`config.mk`:
```
export PLATFORM = sky130hd
export DESIGN_NAME = asdn_front
export DESIGN_NICKNAME = d
export VERILOG_FILES = /design/src/rtl/asdn_pkg.sv /design/src/rtl/asdn_front.sv
export SDC_FILE = /design/constraint.sdc
export NUM_CORES = 2
export LEC_CHECK = 0
export BUFFER_PORTS_ARGS = -buffer_cell sky130_fd_sc_hd__buf_2
export CAP_MARGIN = 20
export CORE_UTILIZATION = 50
export DETAILED_ROUTE_END_ITERATION = 6
export PLACE_DENSITY = 0.79
export SYNTH_ARGS = -nofsm -noshare
export SYNTH_HDL_FRONTEND = slang
export SYNTH_SLANG_ARGS = --single-unit
```
`constraint.sdc`:
```
create_clock -name clk -period 37.3 [get_ports clk]
set_input_delay 3.73 -clock clk [delete_from_list [all_inputs] [get_ports clk]]
set_output_delay 3.73 -clock clk [all_outputs]
set_load 0.1 [all_outputs]
```
`src/rtl/asdn_pkg.sv`:
```
// Shared types, widths and register codes for the box signed-distance block.
package asdn_pkg;

  localparam int COORD_BITS = 32;
  localparam int RAD_W      = COORD_BITS - 1;
  localparam int SLACK_W    = COORD_BITS + 2;
  localparam int DIST_W     = COORD_BITS + 3;
  localparam int MAG_W      = COORD_BITS + 1;
  localparam int ROOT_W     = MAG_W + 1;
  localparam int LEN_W      = ROOT_W + 1;
  localparam int SQ_W       = 2 * MAG_W + 4;
  localparam int DREM_W     = LEN_W + 1;
  localparam int NRM_W      = 16;
  localparam int Q_STEPS    = 15;
  localparam int Q_W        = Q_STEPS + 1;
  localparam int QDEPTH     = 4;
  localparam int QPTR_W     = $clog2(QDEPTH);
  localparam int QCNT_W     = QPTR_W + 1;
  localparam logic [NRM_W-1:0] ONE_Q14 = NRM_W'(16384);

  typedef enum logic [2:0] {
    REG_MIN_X,
    REG_MIN_Y,
    REG_MIN_Z,
    REG_MAX_X,
    REG_MAX_Y,
    REG_MAX_Z,
    REG_INSIDE_POS
  } reg_idx_t;

  // Classified item: face results are final, edge items carry axis magnitudes.
  typedef struct packed {
    logic                          edge_case;
    logic                          fully;
    logic                          ip;
    logic [DIST_W-1:0]             face_dist;
    logic [2:0][NRM_W-1:0]         nrm;
    logic [2:0]                    vpos;
    logic [2:0]                    vneg;
    logic [2:0][MAG_W-1:0]         mag;
  } item_t;

  function automatic logic signed [SLACK_W-1:0] sx(input logic [COORD_BITS-1:0] v);
    sx = $signed({{(SLACK_W-COORD_BITS){v[COORD_BITS-1]}}, v});
  endfunction

endpackage

```
`src/rtl/asdn_front.sv`:
```
// Front end: box registers, face slacks and item classification.
module asdn_front (
  input  logic                             clk,
  input  logic                             rst,
  input  logic                             wr_en,
  input  logic [2:0]                       wr_index,
  input  logic [asdn_pkg::COORD_BITS-1:0]  wr_data,
  input  logic [asdn_pkg::COORD_BITS-1:0]  point_x,
  input  logic [asdn_pkg::COORD_BITS-1:0]  point_y,
  input  logic [asdn_pkg::COORD_BITS-1:0]  point_z,
  input  logic [asdn_pkg::RAD_W-1:0]       radius,
  output asdn_pkg::item_t                  item
);
  import asdn_pkg::*;

  logic [COORD_BITS-1:0] lo [0:2];
  logic [COORD_BITS-1:0] hi [0:2];
  logic                  inside_pos;

  always_ff @(posedge clk) begin
    if (rst) begin
      for (int a = 0; a < 3; a++) begin
        lo[a] <= -COORD_BITS'(65536);
        hi[a] <= COORD_BITS'(65536);
      end
      inside_pos <= 1'b1;
    end else if (wr_en) begin
      unique case (reg_idx_t'(wr_index))
        REG_MIN_X:      lo[0] <= wr_data;
        REG_MIN_Y:      lo[1] <= wr_data;
        REG_MIN_Z:      lo[2] <= wr_data;
        REG_MAX_X:      hi[0] <= wr_data;
        REG_MAX_Y:      hi[1] <= wr_data;
        REG_MAX_Z:      hi[2] <= wr_data;
        REG_INSIDE_POS: inside_pos <= wr_data[0];
        default: ;
      endcase
    end
  end

  logic [COORD_BITS-1:0]     pt [0:2];
  logic signed [SLACK_W-1:0] slk [0:5];
  logic signed [SLACK_W-1:0] rad;
  logic [5:0]                neg;
  logic [2:0]                cnt;
  logic [2:0]                face;
  logic [2:0]                last;
  logic [NRM_W-1:0]          fnrm;

  assign pt[0] = point_x;
  assign pt[1] = point_y;
  assign pt[2] = point_z;
  assign rad   = $signed({{(SLACK_W-RAD_W){1'b0}}, radius});

  always_comb begin
    for (int a = 0; a < 3; a++) begin
      slk[2*a]   = sx(pt[a]) - rad - sx(lo[a]);
      slk[2*a+1] = sx(hi[a]) - sx(pt[a]) - rad;
    end
    for (int k = 0; k < 6; k++) neg[k] = slk[k][SLACK_W-1];
    cnt  = 3'($countones(neg));
    last = '0;
    for (int k = 0; k < 6; k++) if (neg[k]) last = 3'(k);
    // smallest slack, first index wins on ties
    face = '0;
    for (int k = 1; k < 6; k++) if (slk[k] < slk[face]) face = 3'(k);
    if (cnt != 3'd0) face = last;

    item           = '0;
    item.ip        = inside_pos;
    item.fully     = (cnt == 3'd0);
    item.edge_case = (cnt > 3'd1);
    item.face_dist = inside_pos ? DIST_W'(slk[face]) : -DIST_W'(slk[face]);
    fnrm           = (face[0] ^ !inside_pos) ? -ONE_Q14 : ONE_Q14;
    item.nrm[face[2:1]] = fnrm;
    for (int a = 0; a < 3; a++) begin
      if (neg[2*a]) begin
        item.vneg[a] = 1'b1;
        item.mag[a]  = MAG_W'(-slk[2*a]);
      end else if (neg[2*a+1]) begin
        item.vpos[a] = 1'b1;
        item.mag[a]  = MAG_W'(-slk[2*a+1]);
      end
    end
  end

endmodule

```
==> key figures <==
Detailed routing
  • Post-route ant nets: 0
  • Routed len/inst: 26.1 µm
  • Via-to-Cell Ratio: 6.37
  • Routed WL: 136 mm
  • Total number of vias: 33200
  • Drt pass-1 iters: 6
  • DRC Markers: 0
  • Initial DRC Count: 4607

Floorplan
  • Core Area: 65900 µm²
  • Die area: 67800 µm²
  • I/O pins: 356
  • Die Width: 260 µm
  • Site row count: 94
  • Starting Density: 50.7%
  • Die H: 260 µm

GRT
  • Initial antenna violation count: 3
  • First-pass GRT wire length: 196 mm
  • Gr ovfl total: 0
  • Vias in the first global route: 30900
  • GRT Total Usage: 39.4%
  • Largest net degree at the start of global routing: 65

Timing
  • Max Fclk: 29.4 MHz
  • RSZ-0062 raised after global routing: false
  • Final Hold Vio Count: 0
  • Setup TNS Final: 0 ns
  • Crit share post-route: 91.3%
  • Worst slew margin: 23.5%
  • Worst-Margin Slew: 1.14 ns
  • Slew Viols, Final: 0
  • Worst Clk Skew: 0 ns
  • Min Tclk post-route: 34.04 ns
  • Setup Viol. Count Final: 0

Finish
  • Area delta synth->final: 10.6%
  • Antenna Cells: 0
  • Net count reported at finish: 5076
  • Layout cells sized above 1: 12.9%
  • Commonest cells after routing, fill and taps aside: 386 x inv_1, 386 x ha_1, 374 x nor2_1
  • Fillers: 6050

Synthesis
  • Synthesized instance count: 3998
  • Part of the Yosys area used for sequential elements: 17.3%
  • Synth top area share: 17.3%
  • Synth Warn #: 0
  • Mapped Area: 33400 µm²
  • Asr flop ratio synth: 0%
  • Synth area leader: edfxtp_1
  • Post-synth EDFFs: 192
  • Average cell area after synthesis: 8.35 µm²
  • Number of synthesized register bits: 193
  • Synth area leaders: edfxtp_1 17%, ha_1 14%, fa_1 11%
  • Primary FF master, synth: edfxtp_1
  • Synth unique cells: 112

Clock tree
  • Maximum buffer depth of the clock tree: 2
  • Clk pin slew, worst setup/hold paths: 0.08 ns
  • # hold bufs at CTS: 0
  • Post-cts resize count: 0
  • Worst skew pair latency: 0.49 ns
  • H-tree depth: 4
  • CTS Sinks: 193
  • CTS tree: built
  • CTS Buf Count: 17
  • Post-CTS Setup Repair Bufs: 0
  • CTS root buf: clkbuf_16

Setup path
  • Startpoint Class: primary input
  • Worst Setup End Kind: output pin
  • Worst EP arrival: 30.31 ns
  • CP max stage cell: o31a_1
  • Slowest stage delay, CP: 0.81 ns
  • Critical Path RT: 33.57 ns
  • Crit-path max FO: 64
  • WS Path Type: in2out

Placed design
  • I/O Buffers: 313
  • Placer Congestion: 1.07
  • HPWL after DPL: 113 mm

Job
  • Max-cap violations: 0

Status
  • Status: finished, final reports clean

Min path
  • Hold/Removal Path Class: reg2reg
logic make-up (layout without fill, tap and decap cells):
| kind of cell | count (synthesis) | count (layout) | share of synthesized area [%] |
|---|---|---|---|
| xor gates and xnor gates | 373 | 373 | 9.81 |
| and+or+nand+nor | 1152 | 1152 | 16.8 |
| other | 1 | 42 | 0.0112 |
| AOI/OAI and AO/OA | 1106 | 1106 | 21.7 |
| buffers and inverters | 543 | 852 | 6.79 |
| adders and majority gates | 576 | 576 | 25.8 |
| DFF | 193 | 193 | 17.3 |
| muxes | 54 | 54 | 1.74 |
critical path: cells and delay by family:
| kind | cells | cell delay, ns |
|---|---|---|
| simple gates | 24 | 5.28 |
| buf+inv | 12 | 3.77 |
| compound gates | 57 | 13.41 |
| fa+ha+maj | 8 | 2.48 |
| xor+xnor | 2 | 0.76 |
| mux | 1 | 0.72 |
layout make-up:
class | count | area, µm² | share of cell area, %
tap | 864 | 1080 | 2.93
multi-input combinational | 3303 | 25600 | 69.3
sequential | 193 | 5790 | 15.7
clock inverter | 13 | 131 | 0.356
timing repair buffer | 431 | 2450 | 6.64
clock buffer | 18 | 429 | 1.16
inverter | 390 | 1460 | 3.96
state kept, by name, summed over array words and instances, names as in the netlist:
signal      cells
hi             96
lo             96
inside_pos      1
per-layer routing:
metal | track usage (%) | up-vias | part of all wire, %
met1 | 54.9 | 15900 | 41
met3 | 11.2 | 310 | 13
li1 | - | 14900 | -
met5 | 0 | - | 0.012
met2 | 57.1 | 2147 | 41
met4 | 15.3 | 2 | 4.2
path summary, 6_finish.rpt:
| kind | start | endpoint | slack (ns) | cells past startpoint |
|---|---|---|---|---|
| worst max-delay path | radius[0] | item[172] | 3.26 | 104 |
| worst min-delay path | inside_pos$_SDFFE_PP1P_ | inside_pos$_SDFFE_PP1P_ | 1.01 | 2 |
| worst min register to register | inside_pos$_SDFFE_PP1P_ | inside_pos$_SDFFE_PP1P_ | 1.01 | 2 |
| worst max register to register | inside_pos$_SDFFE_PP1P_ | inside_pos$_SDFFE_PP1P_ | 35.94 | 2 |
through the flow:
step	hold slack, ns	area, µm²	utilization [%]	worst slack, ns	instances
2_1_floorplan	0.737	33500	-	5.22	4039
3_3_place_gp	0.948	36400	55.2	4.59	5181
3_5_place_dp	0.963	36400	55.2	4.07	5181
4_1_cts	0.967	36900	56.1	3.94	5212
5_1_grt	1.03	36900	56.1	1.77	5212
6_report	1.01	36900	56.1	3.26	5212
synthesized netlist by cell type, types with 42 or more instances:
master	count
xor2_1	119
buf_4	50
nand4_1	44
nor2b_1	46
xnor2_1	253
o21ai_0	200
nand2b_1	57
clkbuf_1	71
o22ai_1	67
inv_1	386
a21oi_1	331
ha_1	386
edfxtp_1	192
a21o_1	102
nor3_1	73
fa_1	189
nand2_1	242
nand3_1	76
or3_1	42
and2_1	64
o21a_1	54
nor2_1	376
Power is not shown: default switching activity piles up to over one toggle a cycle in this logic, so the estimate is an artifact.
